==> config.mk <==
export PLATFORM = sky130hd
export DESIGN_NAME = hcr_front_flat
export DESIGN_NICKNAME = d
export VERILOG_FILES = /design/src/rtl/hcr_pkg.sv /design/src/rtl/hcr_if.sv /design/src/rtl/hcr_front.sv /design/src/flat_wrapper.sv
export SDC_FILE = /design/constraint.sdc
export NUM_CORES = 1
export LEC_CHECK = 0
export BUFFER_PORTS_ARGS = -buffer_cell sky130_fd_sc_hd__buf_2
export CAP_MARGIN = 20
export CORE_AREA = 2 2 116 141
export CTS_CLUSTER_DIAMETER = 30
export DETAILED_ROUTE_END_ITERATION = 8
export DIE_AREA = 0 0 118 143
export MAX_ROUTING_LAYER = met4
export PLACE_DENSITY = 0.52
export SLEW_MARGIN = 20
export SYNTH_ARGS = -nofsm -noshare
export SYNTH_HDL_FRONTEND = slang
export SYNTH_SLANG_ARGS = --single-unit
export TNS_END_PERCENT = 10
==> constraint.sdc <==
create_clock -name clk -period 15.65 [get_ports clk]
set_input_delay 3.13 -clock clk [delete_from_list [all_inputs] [get_ports clk]]
set_output_delay 3.13 -clock clk [all_outputs]
set_load 0.005 [all_outputs]
==> src/rtl/hcr_pkg.sv <==
// Shared constants, types and helpers of the Harris corner response block.
// No dependencies; every other file imports this package.
`timescale 1ns / 1ps
package hcr_pkg;

  localparam int MAX_WIDTH  = 1024;
  localparam int HEIGHT_LIM = 1024;
  localparam int PIXEL_BITS = 8;
  localparam int COL_W      = 10;
  localparam int ROW_W      = 10;
  localparam int DIM_W      = 11;
  localparam int RAD_W      = 2;
  localparam int K_W        = 16;
  localparam int CFG_W      = 16;
  localparam int CFG_IDX_W  = 2;
  localparam int RESP_W     = 54;
  localparam int RING_ROWS  = 7;
  localparam int RING_W     = 3;
  localparam int GRAD_W     = 11;
  localparam int PROD_W     = 21;
  localparam int SQ_SUM_W   = 26;
  localparam int XY_SUM_W   = 27;
  localparam int MUL_IN_W   = 27;
  localparam int MUL_OUT_W  = 2 * MUL_IN_W;
  localparam int Q_W        = 56;
  localparam int KLO_W      = MUL_IN_W + K_W;
  localparam int QDEPTH     = 4;
  localparam int QAW        = 2;

  typedef enum logic [CFG_IDX_W-1:0] {
    CFG_HARRIS_K,
    CFG_WINDOW_RADIUS,
    CFG_IMAGE_WIDTH,
    CFG_IMAGE_HEIGHT
  } cfg_idx_t;

  // One classified pixel request passed from front to back.
  typedef struct packed {
    logic [PIXEL_BITS-1:0] pixel;
    logic [COL_W-1:0]      x;
    logic [ROW_W-1:0]      y;
    logic [1:0]            r3;
    logic [RING_W-1:0]     r7;
    logic [RAD_W-1:0]      rad;
    logic                  grad;
    logic                  resp;
    logic                  last;
  } hcr_ent_t;

  typedef enum logic [3:0] {
    B_IDLE, B_PIX, B_PWAIT, B_GRAD, B_PROD, B_SUM, B_SWAIT,
    B_M1, B_M2, B_M3, B_M4, B_M5, B_M6, B_M7, B_M8, B_OUT
  } hcr_bstate_t;

  function automatic logic [1:0] mod3_inc(input logic [1:0] v);
    return (v == 2'd2) ? 2'd0 : v + 2'd1;
  endfunction

  function automatic logic [1:0] mod3_dec(input logic [1:0] v);
    return (v == 2'd0) ? 2'd2 : v - 2'd1;
  endfunction

  function automatic logic [RING_W-1:0] mod7_inc(input logic [RING_W-1:0] v);
    return (v == RING_W'(RING_ROWS - 1)) ? '0 : v + RING_W'(1);
  endfunction

  function automatic logic [RING_W-1:0] mod7_dec(input logic [RING_W-1:0] v);
    return (v == '0) ? RING_W'(RING_ROWS - 1) : v - RING_W'(1);
  endfunction

endpackage

==> src/rtl/hcr_if.sv <==
// Stream interfaces for the pixel input and the response output channels.
// Depends on hcr_pkg.
`timescale 1ns / 1ps
interface hcr_in_if import hcr_pkg::*; ();
  logic                  valid;
  logic                  ready;
  logic [PIXEL_BITS-1:0] pixel;
  logic                  frame_start;
  modport source (output valid, pixel, frame_start, input ready);
  modport sink (input valid, pixel, frame_start, output ready);
endinterface


==> src/rtl/hcr_front.sv <==
// Front end: accepts pixels, tracks raster position and classifies each request.
// Depends on hcr_pkg and hcr_in_if.
`timescale 1ns / 1ps
module hcr_front import hcr_pkg::*; (
  input  logic             clk,
  input  logic             rst_n,
  hcr_in_if.sink           in_if,
  input  logic [DIM_W-1:0] cfg_width,
  input  logic [DIM_W-1:0] cfg_height,
  input  logic [RAD_W-1:0] cfg_radius,
  input  logic             q_full,
  output logic             q_push,
  output hcr_ent_t         q_ent
);

  logic [COL_W-1:0]  col_r, col_nxt;
  logic [ROW_W-1:0]  row_r, row_nxt;
  logic [1:0]        m3_r, m3_nxt;
  logic [RING_W-1:0] m7_r, m7_nxt;

  logic [DIM_W-1:0]  wc, hc, c, rw, lim;
  logic [1:0]        m3;
  logic [RING_W-1:0] m7;

  assign in_if.ready = !q_full;
  assign q_push      = in_if.valid && !q_full;

  always_comb begin
    wc = (cfg_width == '0) ? DIM_W'(1) :
         (cfg_width > DIM_W'(MAX_WIDTH)) ? DIM_W'(MAX_WIDTH) : cfg_width;
    hc = (cfg_height == '0) ? DIM_W'(1) :
         (cfg_height > DIM_W'(HEIGHT_LIM)) ? DIM_W'(HEIGHT_LIM) : cfg_height;
    c  = {1'b0, col_r};
    rw = {1'b0, row_r};
    m3 = m3_r;
    m7 = m7_r;
    if (in_if.frame_start) begin
      c  = '0;
      rw = '0;
      m3 = '0;
      m7 = '0;
    end
    // wrap when a register change leaves the position outside the image
    if (c >= wc) begin
      c  = '0;
      rw = rw + DIM_W'(1);
      m3 = mod3_inc(m3);
      m7 = mod7_inc(m7);
    end
    if (rw >= hc) begin
      rw = '0;
      m3 = '0;
      m7 = '0;
    end
    lim = DIM_W'(2) + DIM_W'({cfg_radius, 1'b0});

    q_ent.pixel = in_if.pixel;
    q_ent.x     = c[COL_W-1:0];
    q_ent.y     = rw[ROW_W-1:0];
    q_ent.r3    = m3;
    q_ent.r7    = m7;
    q_ent.rad   = cfg_radius;
    q_ent.grad  = (c >= DIM_W'(2)) && (rw >= DIM_W'(2));
    q_ent.resp  = (c >= lim) && (rw >= lim);
    q_ent.last  = (c == wc - DIM_W'(1)) && (rw == hc - DIM_W'(1));

    if (c + DIM_W'(1) >= wc) begin
      col_nxt = '0;
      if (rw + DIM_W'(1) >= hc) begin
        row_nxt = '0;
        m3_nxt  = '0;
        m7_nxt  = '0;
      end else begin
        row_nxt = rw[ROW_W-1:0] + ROW_W'(1);
        m3_nxt  = mod3_inc(m3);
        m7_nxt  = mod7_inc(m7);
      end
    end else begin
      col_nxt = c[COL_W-1:0] + COL_W'(1);
      row_nxt = rw[ROW_W-1:0];
      m3_nxt  = m3;
      m7_nxt  = m7;
    end
  end

  always_ff @(posedge clk) begin
    if (!rst_n) begin
      col_r <= '0;
      row_r <= '0;
      m3_r  <= '0;
      m7_r  <= '0;
    end else if (q_push) begin
      col_r <= col_nxt;
      row_r <= row_nxt;
      m3_r  <= m3_nxt;
      m7_r  <= m7_nxt;
    end
  end

endmodule

==> src/flat_wrapper.sv <==
// flat-port wrapper written by rule: the top's interface ports become plain ports
module hcr_front_flat import hcr_pkg::*;
  (clk, rst_n, cfg_width, cfg_height, cfg_radius, q_full, q_push, q_ent, in_if_valid, in_if_pixel, in_if_frame_start, in_if_ready);
  hcr_in_if in_if_i ();
  input  logic clk;
  input  logic rst_n;
  input  logic [DIM_W-1:0] cfg_width;
  input  logic [DIM_W-1:0] cfg_height;
  input  logic [RAD_W-1:0] cfg_radius;
  input  logic q_full;
  output logic q_push;
  output hcr_ent_t q_ent;
  input wire logic [$bits(in_if_i.valid)-1:0] in_if_valid;
  input wire logic [$bits(in_if_i.pixel)-1:0] in_if_pixel;
  input wire logic [$bits(in_if_i.frame_start)-1:0] in_if_frame_start;
  output wire logic [$bits(in_if_i.ready)-1:0] in_if_ready;
  assign in_if_i.valid = in_if_valid;
  assign in_if_i.pixel = in_if_pixel;
  assign in_if_i.frame_start = in_if_frame_start;
  assign in_if_ready = in_if_i.ready;
  hcr_front u_core (.clk(clk), .rst_n(rst_n), .in_if(in_if_i), .cfg_width(cfg_width), .cfg_height(cfg_height), .cfg_radius(cfg_radius), .q_full(q_full), .q_push(q_push), .q_ent(q_ent));
endmodule
==> out/metrics.cfg <==
[status]
outcome = complete, no violations

[worst_hold_path]
min_path_type = flop to flop

[yosys]
netlist_instances = 628
synth_cell_types = 80
async_flop_share = 0
ys_ff_latch = 25
postSynthAreaPerCell_um2 = 7.28
syn_area_um2 = 4570
synth_top_cell_area_share = 0.156
synth-seq-area-share = 0.109
synth_edf_count = 0
synthesis.nets = 722
ys_top_cells_by_area = ha_1, dfxtp_1, xnor2_1
synth_ff_type = dfxtp_1
yosysWarnings = 0
synth_area_leader_cell = ha_1

[clocking]
clock_sinks = 25
root_buffer = clkbuf_16
cts.path.max_buffers = 2
post_cts_resized = 0
cts.clk_slew.worst_paths_ns = 0.06
htree_levels = 1
cts_buffers = 3
post-cts-setup-buffer-count = 0
hold_buffers = 0
cts_tree = yes
worstSkewPairLatency_ns = 0.26

[power_and_ir_drop]
ir_worst_vdd_v = 0.0000338
p_per_area_nw_per_um2 = 40.9
leakage_uw = 0.00212

[run]
drv_cap = 0

[timing]
worst_pin_slew_ns = 0.967
slew_headroom = 0.354
timing_hold_violations_final = 0
layout_setup_ws_ns = 3.27
layout_min_cycle_time_ns = 12.38
slew_violations = 0
rsz0062_at_grt = false
fmax_mhz = 80.8
tns_ns = 0
fin_skew_ns = 0.00198
setup_viol = 0
period_share = 0.791

[floorplanning]
rows = 50
die_area_um2 = 16900
start_util = 0.296
io_pins = 77
fp.dieH_um = 143
core_area_um2 = 15500
die_width_um = 118

[global_routing]
grt_max_degree = 30
grt_overflow_total = 0
grt_pass1_vias = 4688
antenna_found_initial = 0
grt.total_usage = 0.182
grt_pass1_wl_um = 24300

[detailed_routing]
drc = 0
first_pass_iters = 5
vias = 4844
routed_via_density = 5.63
routed_wl_um = 15200
wl_per_cell_um = 17.7
drtIter0Drc = 358
ant_nets = 0

[setup_path]
cp-start-kind = primary input
crit_type = primary input to output port
required_ns = 12.52
crit_slowest_cell = nand2_1
setup.worst_path.end_class = output port
cp.arrival_ns = 9.25
cpPeakStageDelay_ns = 0.60
cp_max_fo = 21
crit_path_cell_trace = buf_2, or4_1, nor2_1, a21oi_1, or2_2, inv_1, ha_1, a41oi_1, or3_1, a41oi_1, xnor2_1, inv_1, ha_1, nand4_1, nor2_1, a21oi_1, nand2_1, nor2_1, ha_1, o211ai_1, a2111oi_0, nand4_1, and4bb_1, buf_2

[cells_and_area]
antenna_cells = 0
layout.nets = 747
synthToLayoutAreaGrowth_pct = 9.49
drive_above_1_share = 0.146

[place]
dpl_worst_slack_ns = 3.32
gp_congestion = 0.943
dpl.hpwl_um = 12300
port_buffers = 60

==> routing by layer <==
metal	GRT usage	vias to the layer above	share of wire
li1	-	2371	-
met1	0.209	2301	0.42
met2	0.331	139	0.51
met3	0.0196	33	0.038
met4	0.0602	0	0.032
met5	-	-	0
==> where the power goes <==
group	switching (uW)	internal, uW
Combinational	50.9	28.9
Sequential	2.26	65.7
Clock	22.3	34.8
==> synthesized netlist by cell type, types with 10 or more instances <==
cell and number:
xnor2_1 26, buf_4 12, inv_1 30, or3_1 10, nor2b_1 16, a22oi_1 11, nor3_1 13, o21ai_0 37
dfxtp_1 25, nor2_1 59, nand4_1 11, a21oi_1 42, ha_1 57, clkbuf_1 23, nand3_1 16, nand2_1 56
==> worst max-delay path, delay by kind of cell <==
| kind | cells | cell delay, ns |
|---|---|---|
| AND/OR/NAND/NOR | 10 | 2.98 |
| AO/OA/AOI/OAI | 6 | 1.25 |
| adder cells (fa/ha/maj) | 3 | 0.93 |
| buffers and inverters | 4 | 0.52 |
| XOR/XNOR | 1 | 0.44 |
==> through the flow <==
step | cell area, um2 | hold WS [ns] | total power, uW | std cells | util
5_1_grt | 5010 | 0.477 | 219 | 860 | 0.324
3_3_place_gp | 4930 | 0.437 | 147 | 856 | 0.319
3_5_place_dp | 4930 | 0.447 | 148 | 856 | 0.319
6_report | 5010 | 0.454 | 205 | 860 | 0.324
4_1_cts | 5010 | 0.456 | 207 | 860 | 0.324
2_1_floorplan | 4570 | 0.427 | 125 | 628 | -
==> registers in the layout, indices dropped and copies added (netlist names) <==
name	cells
u_core.row_r	10
u_core.m7_r	3
u_core.col_r	10
u_core.m3_r	2
==> cells in the final DEF (no fill, tap or decap), types with 10 or more instances in the layout <==
cell	count
a21oi_1	42
a22oi_1	11
buf_2	60
dfxtp_1	25
ha_1	57
inv_1	30
nand2_1	56
nand3_1	16
nand4_1	11
nor2_1	59
nor2b_1	16
nor3_1	13
o21ai_0	37
or3_1	10
xnor2_1	26
==> layout make-up <==
cell class	count	area, um2
multi-input combinational	526	3720
clock buffer	4	78.8
sequential	25	500
timing repair buffer	63	323
fill	1705	10400
inverter	34	128
tap	208	260
==> path summary, 6_finish.rpt <==
check | from | end | slack, ns | cells after the start
worst max-delay path | cfg_width[3] | q_ent[0] | 3.27 | 24
worst min-delay path | u_core.col_r[3]$_SDFFE_PN0P_ | u_core.col_r[3]$_SDFFE_PN0P_ | 0.45 | 2
worst max register to register | u_core.col_r[3]$_SDFFE_PN0P_ | u_core.row_r[9]$_SDFFE_PN0P_ | 7.62 | 26
worst min register to register | u_core.col_r[3]$_SDFFE_PN0P_ | u_core.col_r[3]$_SDFFE_PN0P_ | 0.45 | 2
==> cells by family (layout without fill, tap and decap cells) <==
family,Yosys count,count (layout),share of synthesized area
fa+ha+maj,57,57,0.156
xor+xnor,34,34,0.0692
mux,7,7,0.0159
buf+inv,77,101,0.0777
simple gates,247,247,0.294
flops,25,25,0.109
compound gates,181,181,0.278
Note: power is estimated with default switching activity, not from simulation.
