**src/rtl/hcr_pkg.sv**
```systemverilog
// Shared constants, types and helpers of the Harris corner response block.
// No dependencies; every other file imports this package.
`timescale 1ns / 1ps
package hcr_pkg;

  localparam int MAX_WIDTH  = 1024;
  localparam int HEIGHT_LIM = 1024;
  localparam int PIXEL_BITS = 8;
  localparam int COL_W      = 10;
  localparam int ROW_W      = 10;
  localparam int DIM_W      = 11;
  localparam int RAD_W      = 2;
  localparam int K_W        = 16;
  localparam int CFG_W      = 16;
  localparam int CFG_IDX_W  = 2;
  localparam int RESP_W     = 54;
  localparam int RING_ROWS  = 7;
  localparam int RING_W     = 3;
  localparam int GRAD_W     = 11;
  localparam int PROD_W     = 21;
  localparam int SQ_SUM_W   = 26;
  localparam int XY_SUM_W   = 27;
  localparam int MUL_IN_W   = 27;
  localparam int MUL_OUT_W  = 2 * MUL_IN_W;
  localparam int Q_W        = 56;
  localparam int KLO_W      = MUL_IN_W + K_W;
  localparam int QDEPTH     = 4;
  localparam int QAW        = 2;

  typedef enum logic [CFG_IDX_W-1:0] {
    CFG_HARRIS_K,
    CFG_WINDOW_RADIUS,
    CFG_IMAGE_WIDTH,
    CFG_IMAGE_HEIGHT
  } cfg_idx_t;

  // One classified pixel request passed from front to back.
  typedef struct packed {
    logic [PIXEL_BITS-1:0] pixel;
    logic [COL_W-1:0]      x;
    logic [ROW_W-1:0]      y;
    logic [1:0]            r3;
    logic [RING_W-1:0]     r7;
    logic [RAD_W-1:0]      rad;
    logic                  grad;
    logic                  resp;
    logic                  last;
  } hcr_ent_t;

  typedef enum logic [3:0] {
    B_IDLE, B_PIX, B_PWAIT, B_GRAD, B_PROD, B_SUM, B_SWAIT,
    B_M1, B_M2, B_M3, B_M4, B_M5, B_M6, B_M7, B_M8, B_OUT
  } hcr_bstate_t;

  function automatic logic [1:0] mod3_inc(input logic [1:0] v);
    return (v == 2'd2) ? 2'd0 : v + 2'd1;
  endfunction

  function automatic logic [1:0] mod3_dec(input logic [1:0] v);
    return (v == 2'd0) ? 2'd2 : v - 2'd1;
  endfunction

  function automatic logic [RING_W-1:0] mod7_inc(input logic [RING_W-1:0] v);
    return (v == RING_W'(RING_ROWS - 1)) ? '0 : v + RING_W'(1);
  endfunction

  function automatic logic [RING_W-1:0] mod7_dec(input logic [RING_W-1:0] v);
    return (v == '0) ? RING_W'(RING_ROWS - 1) : v - RING_W'(1);
  endfunction

endpackage

```
**src/rtl/hcr_fifo.sv**
```systemverilog
// Short request queue between the front end and the back end.
// Depends on hcr_pkg.
`timescale 1ns / 1ps
module hcr_fifo import hcr_pkg::*; (
  input  logic     clk,
  input  logic     rst_n,
  input  logic     push,
  input  hcr_ent_t push_ent,
  input  logic     pop,
  output hcr_ent_t head,
  output logic     full,
  output logic     empty
);

  hcr_ent_t       mem_r [QDEPTH];
  logic [QAW-1:0] wp_r, rp_r;
  logic [QAW:0]   cnt_r;

  assign full  = (cnt_r == (QAW+1)'(QDEPTH));
  assign empty = (cnt_r == '0);
  assign head  = mem_r[rp_r];

  always_ff @(posedge clk) begin
    if (push) mem_r[wp_r] <= push_ent;
  end

  always_ff @(posedge clk) begin
    if (!rst_n) begin
      wp_r  <= '0;
      rp_r  <= '0;
      cnt_r <= '0;
    end else begin
      if (push) wp_r <= wp_r + QAW'(1);
      if (pop)  rp_r <= rp_r + QAW'(1);
      cnt_r <= cnt_r + (QAW+1)'(push) - (QAW+1)'(pop);
    end
  end

endmodule

```
**config.mk**
```make
export PLATFORM = sky130hd
export DESIGN_NAME = hcr_fifo
export DESIGN_NICKNAME = d
export VERILOG_FILES = /design/src/rtl/hcr_pkg.sv /design/src/rtl/hcr_fifo.sv
export SDC_FILE = /design/constraint.sdc
export NUM_CORES = 1
export LEC_CHECK = 0
export BUFFER_PORTS_ARGS = -buffer_cell sky130_fd_sc_hd__clkbuf_2
export CAP_MARGIN = 25
export CORE_MARGIN = 2
export CORE_UTILIZATION = 60
export DETAILED_ROUTE_END_ITERATION = 12
export GPL_TIMING_DRIVEN = 0
export PLACE_DENSITY = 0.95
export SLEW_MARGIN = 20
export SYNTH_ARGS = -nofsm -noshare
export SYNTH_HDL_FRONTEND = slang
export SYNTH_SLANG_ARGS = --single-unit
```
**constraint.sdc**
```tcl
create_clock -name clk -period 4.8 [get_ports clk]
set_clock_uncertainty 0.05 [all_clocks]
set_input_delay 0.48 -clock clk [delete_from_list [all_inputs] [get_ports clk]]
set_output_delay 0.48 -clock clk [all_outputs]
set_load 0.1 [all_outputs]
```
==> results.yml, run 1 <==
cells_and_area:
  diodes: 0
  drive_above_1_share: 0.4594
  mostFrequentLayoutCell: "edfxtp_1"
  layout_common_cells: "edfxtp_1, clkbuf_2, mux4_2, clkbuf_16, dfxtp_1"
  layout.nets: 394
  syn_to_final_growth_pct: 20.66
  fill_cells: 550
flow_run:
  drv_cap: 0
drt:
  drtAntennaViolNets: 0
  drc: 0
  routed_wl_um: 9537
  first_iter_violations: 158
  dr.pass1.iters: 4
  wl_per_cell_um: 19.46
  viasPerCell: 5.596
  num_vias: 2742
global_routing:
  grt_pass1_wl_um: 14920
  grt_usage: 0.1937
  antenna_found_initial: 0
  first_global_vias: 2858
  overflow: 0
  grt_max_degree: 28
cts:
  cts.reportedPaths.clkPinSlew_ns: 0.06
  cts-root-buf: "clkbuf_8"
  numCtsBuffers: 17
  clock_sinks: 161
  cts_resized: 0
  htreeDepth: 4
  clk_latency_ns: 0.53
  postCtsHoldBufs: 0
  clk_path_buf_depth: 2
  cts_tree: "yes"
  postCtsSetupBuffers: 0
floorplanning:
  initial_core_util: 0.6134
  fp-row-count: 36
  die_h_um: 103.5
  die_w_um: 103.5
  ios: 82
  coreArea_um2: 9684
  die_area_um2: 10710
synth:
  synth_fp_nets: 290
  synth_edf_count: 152
  ys_types: 21
  ys_seq_area_frac: 0.7987
  synthCells: 241
  ys_seq_elements: 161
  synth_flop_cell: "edfxtp_1"
  netlist_top_cells_area: "edfxtp_1, mux4_2, dfxtp_1"
  synth_top_area_share: 0.7683
  yosysWarnings: 0
  synth_area_leader_cell: "edfxtp_1"
  syn-cell-area_um2: 5941
  syn_area_per_cell_um2: 24.65
  async_flop_share: 0
sta:
  finalCriticalPeriod_ns: 2.733
  finalCritPeriodShare: 0.5694
  holdWs_ns: 0.1169
  max_slew_margin: 0.5898
  slew_viol_final: 0
  worst_slew_pin_slew_ns: 0.6153
  rsz0062_at_grt: "false"
  finalHoldViolCount: 0
  fmax_mhz: 365.9
  tns_ns: 0
  setup_violations: 0
placement:
  io_buffers: 81
  dp_hpwl_um: 6106
  gp_congestion: 0.7269
min_path:
  hp-class: "in -> reg"
setup_path:
  slowest_delay_ns: 0.39
  worstSetupPathType: "reg -> out"
  endpoint_kind: "output pin"
  cpMostUsedCell: "buf_2"
  r2r_start: "cnt_r[0]$_SDFF_PN0_"
  timing.critical_path.from_type: "register"
  slowest_stage: "clkbuf_2"
  r2r_cells: 7
  reg2reg_setup_slack_ns: 2.94
  worstPathRequired_ns: 4.27
  critical_path_buf_inv_count: 3
  arrival_ns: 2.20
  r2r_end: "cnt_r[2]$_SDFF_PN0_"
  worstPathCellList: "buf_2 > buf_2 > mux4_2 > clkbuf_2"
  endpoint: "head[16]"
  cp.depth: 4
  cp_top_family: "buffers and inverters"
  critPathMaxFanout: 10
pwr:
  power.leakage_nw: 2.501
  powerDensity_nw_per_um2: 501.0
  power_mw: 3.592
  ir_worst_vdd_uv: 422.1
status:
  status: "finished clean"
==> synth_stat cells, types with 2 or more instances <==
library cell,instances
and2_1,6
buf_2,3
edfxtp_1,152
nor2_1,5
mux4_2,38
ha_1,6
dfxtp_1,9
xnor2_1,2
buf_12,2
inv_1,7
==> layout make-up <==
class,instances,area [um^2],share of cell area
plain buffers,8,77.57,0.01082
clock buffers,22,462.9,0.06458
clock inverters,9,107.6,0.01501
inverters,7,26.28,0.003666
multi-input cells,65,1097,0.1531
flip-flops and latches,161,4745,0.6619
well taps,133,166.4,0.02322
repair buffers,85,485.5,0.06773
==> worst min-delay path by stage <==
stage,startpoint,endpoint,cells after the start
5_1_grt,push_ent[1],mem_r[2][1]$_DFFE_PP_,1
2_1_floorplan,rp_r[1]$_SDFFE_PN0P_,register,2
3_5_place_dp,wp_r[1]$_SDFFE_PN0P_,wp_r[1]$_SDFFE_PN0P_,2
4_1_cts,push_ent[11],mem_r[2][11]$_DFFE_PP_,1
3_3_place_gp,rp_r[1]$_SDFFE_PN0P_,register,2
6_report,push_ent[11],mem_r[0][11]$_DFFE_PP_,1
==> cell families after synthesis <==
kind of cell / count (synthesis) / share of synthesized area
AO/OA/AOI/OAI: 2 / 0.002527
XOR/XNOR: 3 / 0.006950
adder cells (fa/ha/maj): 7 / 0.01601
buffers and inverters: 15 / 0.01748
flip-flops: 161 / 0.7987
multiplexers: 39 / 0.1457
AND/OR/NAND/NOR: 14 / 0.01264
==> stage by stage <==
stage          utilization  cell area [um^2]  setup slack (ns)  std cells
6_report            0.7402              7168             2.067        490
5_1_grt             0.7402              7168             1.963        490
4_1_cts             0.7402              7168             2.009        490
3_5_place_dp        0.6813              6598             2.586        459
3_3_place_gp        0.6725              6513             2.100        455
2_1_floorplan            -              5941             1.878        241
==> routing by layer <==
layer  global-route usage  part of all wire  wire (um)
met1               0.2321              0.39       3716
met3              0.05727             0.050        473
met4               0.1014             0.027        257
met5                    0                 0          0
met2               0.3217              0.53       5089
==> report_power, final <==
group,internal [mW],switching [mW]
Sequential,1.61,0.0228
Clock,0.775,0.488
Combinational,0.160,0.531
==> registers in the layout (all words and copies together), names as in the netlist, named ones only <==
name	count
wp_r	2
rp_r	2
cnt_r	3
mem_r	152
No activity file was read; power rests on OpenSTA's default activity.
==> inputs of run 2 (changes only) <==
--- a/config.mk
+++ b/config.mk
@@ -8,10 +8,10 @@
 export BUFFER_PORTS_ARGS = -buffer_cell sky130_fd_sc_hd__clkbuf_2
 export CAP_MARGIN = 25
 export CORE_MARGIN = 2
-export CORE_UTILIZATION = 60
+export CORE_UTILIZATION = 51
 export DETAILED_ROUTE_END_ITERATION = 12
 export GPL_TIMING_DRIVEN = 0
-export PLACE_DENSITY = 0.95
+export PLACE_DENSITY = 0.87
 export SLEW_MARGIN = 20
 export SYNTH_ARGS = -nofsm -noshare
 export SYNTH_HDL_FRONTEND = slang
==> constraint.sdc (replaced) <==
create_clock -name clk -period 2.4 [get_ports clk]
set_clock_uncertainty 0.05 [all_clocks]
set_input_delay 0.24 -clock clk [delete_from_list [all_inputs] [get_ports clk]]
set_output_delay 0.24 -clock clk [all_outputs]
set_load 0.1 [all_outputs]
==> results.yml, run 2 (synthesis results as in run 1) <==
sta:
  fmax_mhz: 438.9
  finalHoldViolCount: 0
  slew_viol_final: 0
  fin_ws_ns: 0.1217
  finalCritPeriodShare: 0.9493
  setup_violations: 0
  rsz0062_at_grt: "false"
  finalCriticalPeriod_ns: 2.278
  max_slew_margin: 0.6201
  worst_slew_pin_slew_ns: 0.5723
setup_path:
  timing.critical_path.from_type: "register"
  worstPathRequired_ns: 2.11
  slowest_delay_ns: 0.53
  endpoint_kind: "output pin"
  critPathMaxFanout: 10
  cp_top_family: "buffers and inverters"
  worstPathCellList: "buf_6 > buf_12 > mux4_2 > clkbuf_4"
  worstSetupPathType: "reg -> out"
  slowest_stage: "mux4_2"
  arrival_ns: 1.99
  critical_path_buf_inv_count: 3
floorplanning:
  fp-row-count: 39
  die_w_um: 111.9
  coreArea_um2: 11370
  initial_core_util: 0.5225
  ios: 82
  die_area_um2: 12530
  die_h_um: 111.9
drt:
  dr.pass1.iters: 4
  num_vias: 2827
  first_iter_violations: 123
  drtAntennaViolNets: 0
  viasPerCell: 5.294
  drc: 0
  routed_wl_um: 10220
  wl_per_cell_um: 19.13
pwr:
  ir_worst_vdd_uv: 772.4
  power.leakage_nw: 2.651
  powerDensity_nw_per_um2: 946.0
placement:
  dp_worst_setup_slack_ns: 0.4258
  io_buffers: 81
  gp_congestion: 0.6912
  dp_hpwl_um: 6387
cts:
  clk_latency_ns: 0.41
  htreeDepth: 4
  cts_tree: "yes"
  cts-root-buf: "clkbuf_16"
  clock_sinks: 161
  postCtsSetupBuffers: 0
  cts.reportedPaths.clkPinSlew_ns: 0.06
  numCtsBuffers: 17
  clk_path_buf_depth: 2
min_path:
  hp-class: "in -> reg"
global_routing:
  antenna_found_initial: 0
  grt_pass1_wl_um: 15970
  first_global_vias: 3090
  overflow: 0
  grt_usage: 0.1743
  grt_max_degree: 22
cells_and_area:
  top_register: "mem_r"
  diodes: 0
  largest_register_ffs: 152
  mostFrequentLayoutCell: "edfxtp_1"
  drive_above_1_share: 0.4271
  layout.nets: 427
  fill_cells: 749
  syn_to_final_growth_pct: 27.13
  fin_util: 0.6642
  top_regs: "mem_r: 152 flops, cnt_r: 3 flops"
  layout_common_cells: "edfxtp_1, clkbuf_2, mux4_2, dlygate4sd3_1, clkbuf_16"
status:
  status: "finished clean"
flow_run:
  drv_cap: 0
## run 2: layout make-up
| cell class | instances | area (um^2) | share of cell area |
|---|---|---|---|
| buffer | 8 | 83.83 | 0.01110 |
| clock buffer | 18 | 429.2 | 0.05683 |
| clock inverter | 14 | 106.4 | 0.01408 |
| tap | 143 | 178.9 | 0.02369 |
| inverter | 7 | 26.28 | 0.003479 |
| timing repair buffer | 118 | 880.8 | 0.1166 |
| multi-input combinational | 65 | 1102 | 0.1460 |
| sequential | 161 | 4745 | 0.6282 |
## run 2: path summary, 6_finish.rpt
path / cells after the start / start / slack (ns) / endpoint
worst max-delay path: 4 / register / 0.12 / head[25]
worst min-delay path: 1 / push_ent[22] / 0.009 / mem_r[3][22]$_DFFE_PP_
worst max register to register: 7 / cnt_r[0]$_SDFF_PN0_ / 0.56 / cnt_r[2]$_SDFF_PN0_
worst min register to register: 2 / rp_r[1]$_SDFFE_PN0P_ / 0.49 / rp_r[1]$_SDFFE_PN0P_
## run 2: per-layer routing
metal / vias up / share of wire / GRT usage
met3: 10 / 0.042 / 0.05117
li1: 1283 / - / -
met1: 1461 / 0.42 / 0.2198
met2: 73 / 0.52 / 0.2945
met5: - / 0 / 0
met4: 0 / 0.0095 / 0.05597
## run 2: where the power goes
group,total [mW],leakage (nW),internal (mW),switching [mW]
Sequential,3.27,1.47,3.23,0.0462
Clock,2.41,0.256,1.33,1.07
Combinational,1.47,0.925,0.384,1.08
Total,7.14,2.65,4.94,2.20
## run 2: timing repair
item                                    CTS  global route
hold endpoints to repair                127             0
resized for setup                        11            16
hold buffers                             33             0
endpoints found under the setup margin   11            14
## run 2: stage by stage
step | instances | setup TNS, ns | total power [mW] | hold slack [ns] | cell area (um^2)
global route | 534 | 0 | 7.381 | 0.001625 | 7552
floorplan | 241 | 0 | 4.475 | 0.2889 | 5946
CTS | 534 | 0 | 7.202 | 0.00002351 | 7538
detailed placement | 469 | 0 | 4.747 | 0.4130 | 6645
finish | 534 | 0 | 7.145 | 0.009169 | 7552
global placement | 465 | -15.88 | 4.689 | 0.4042 | 6530
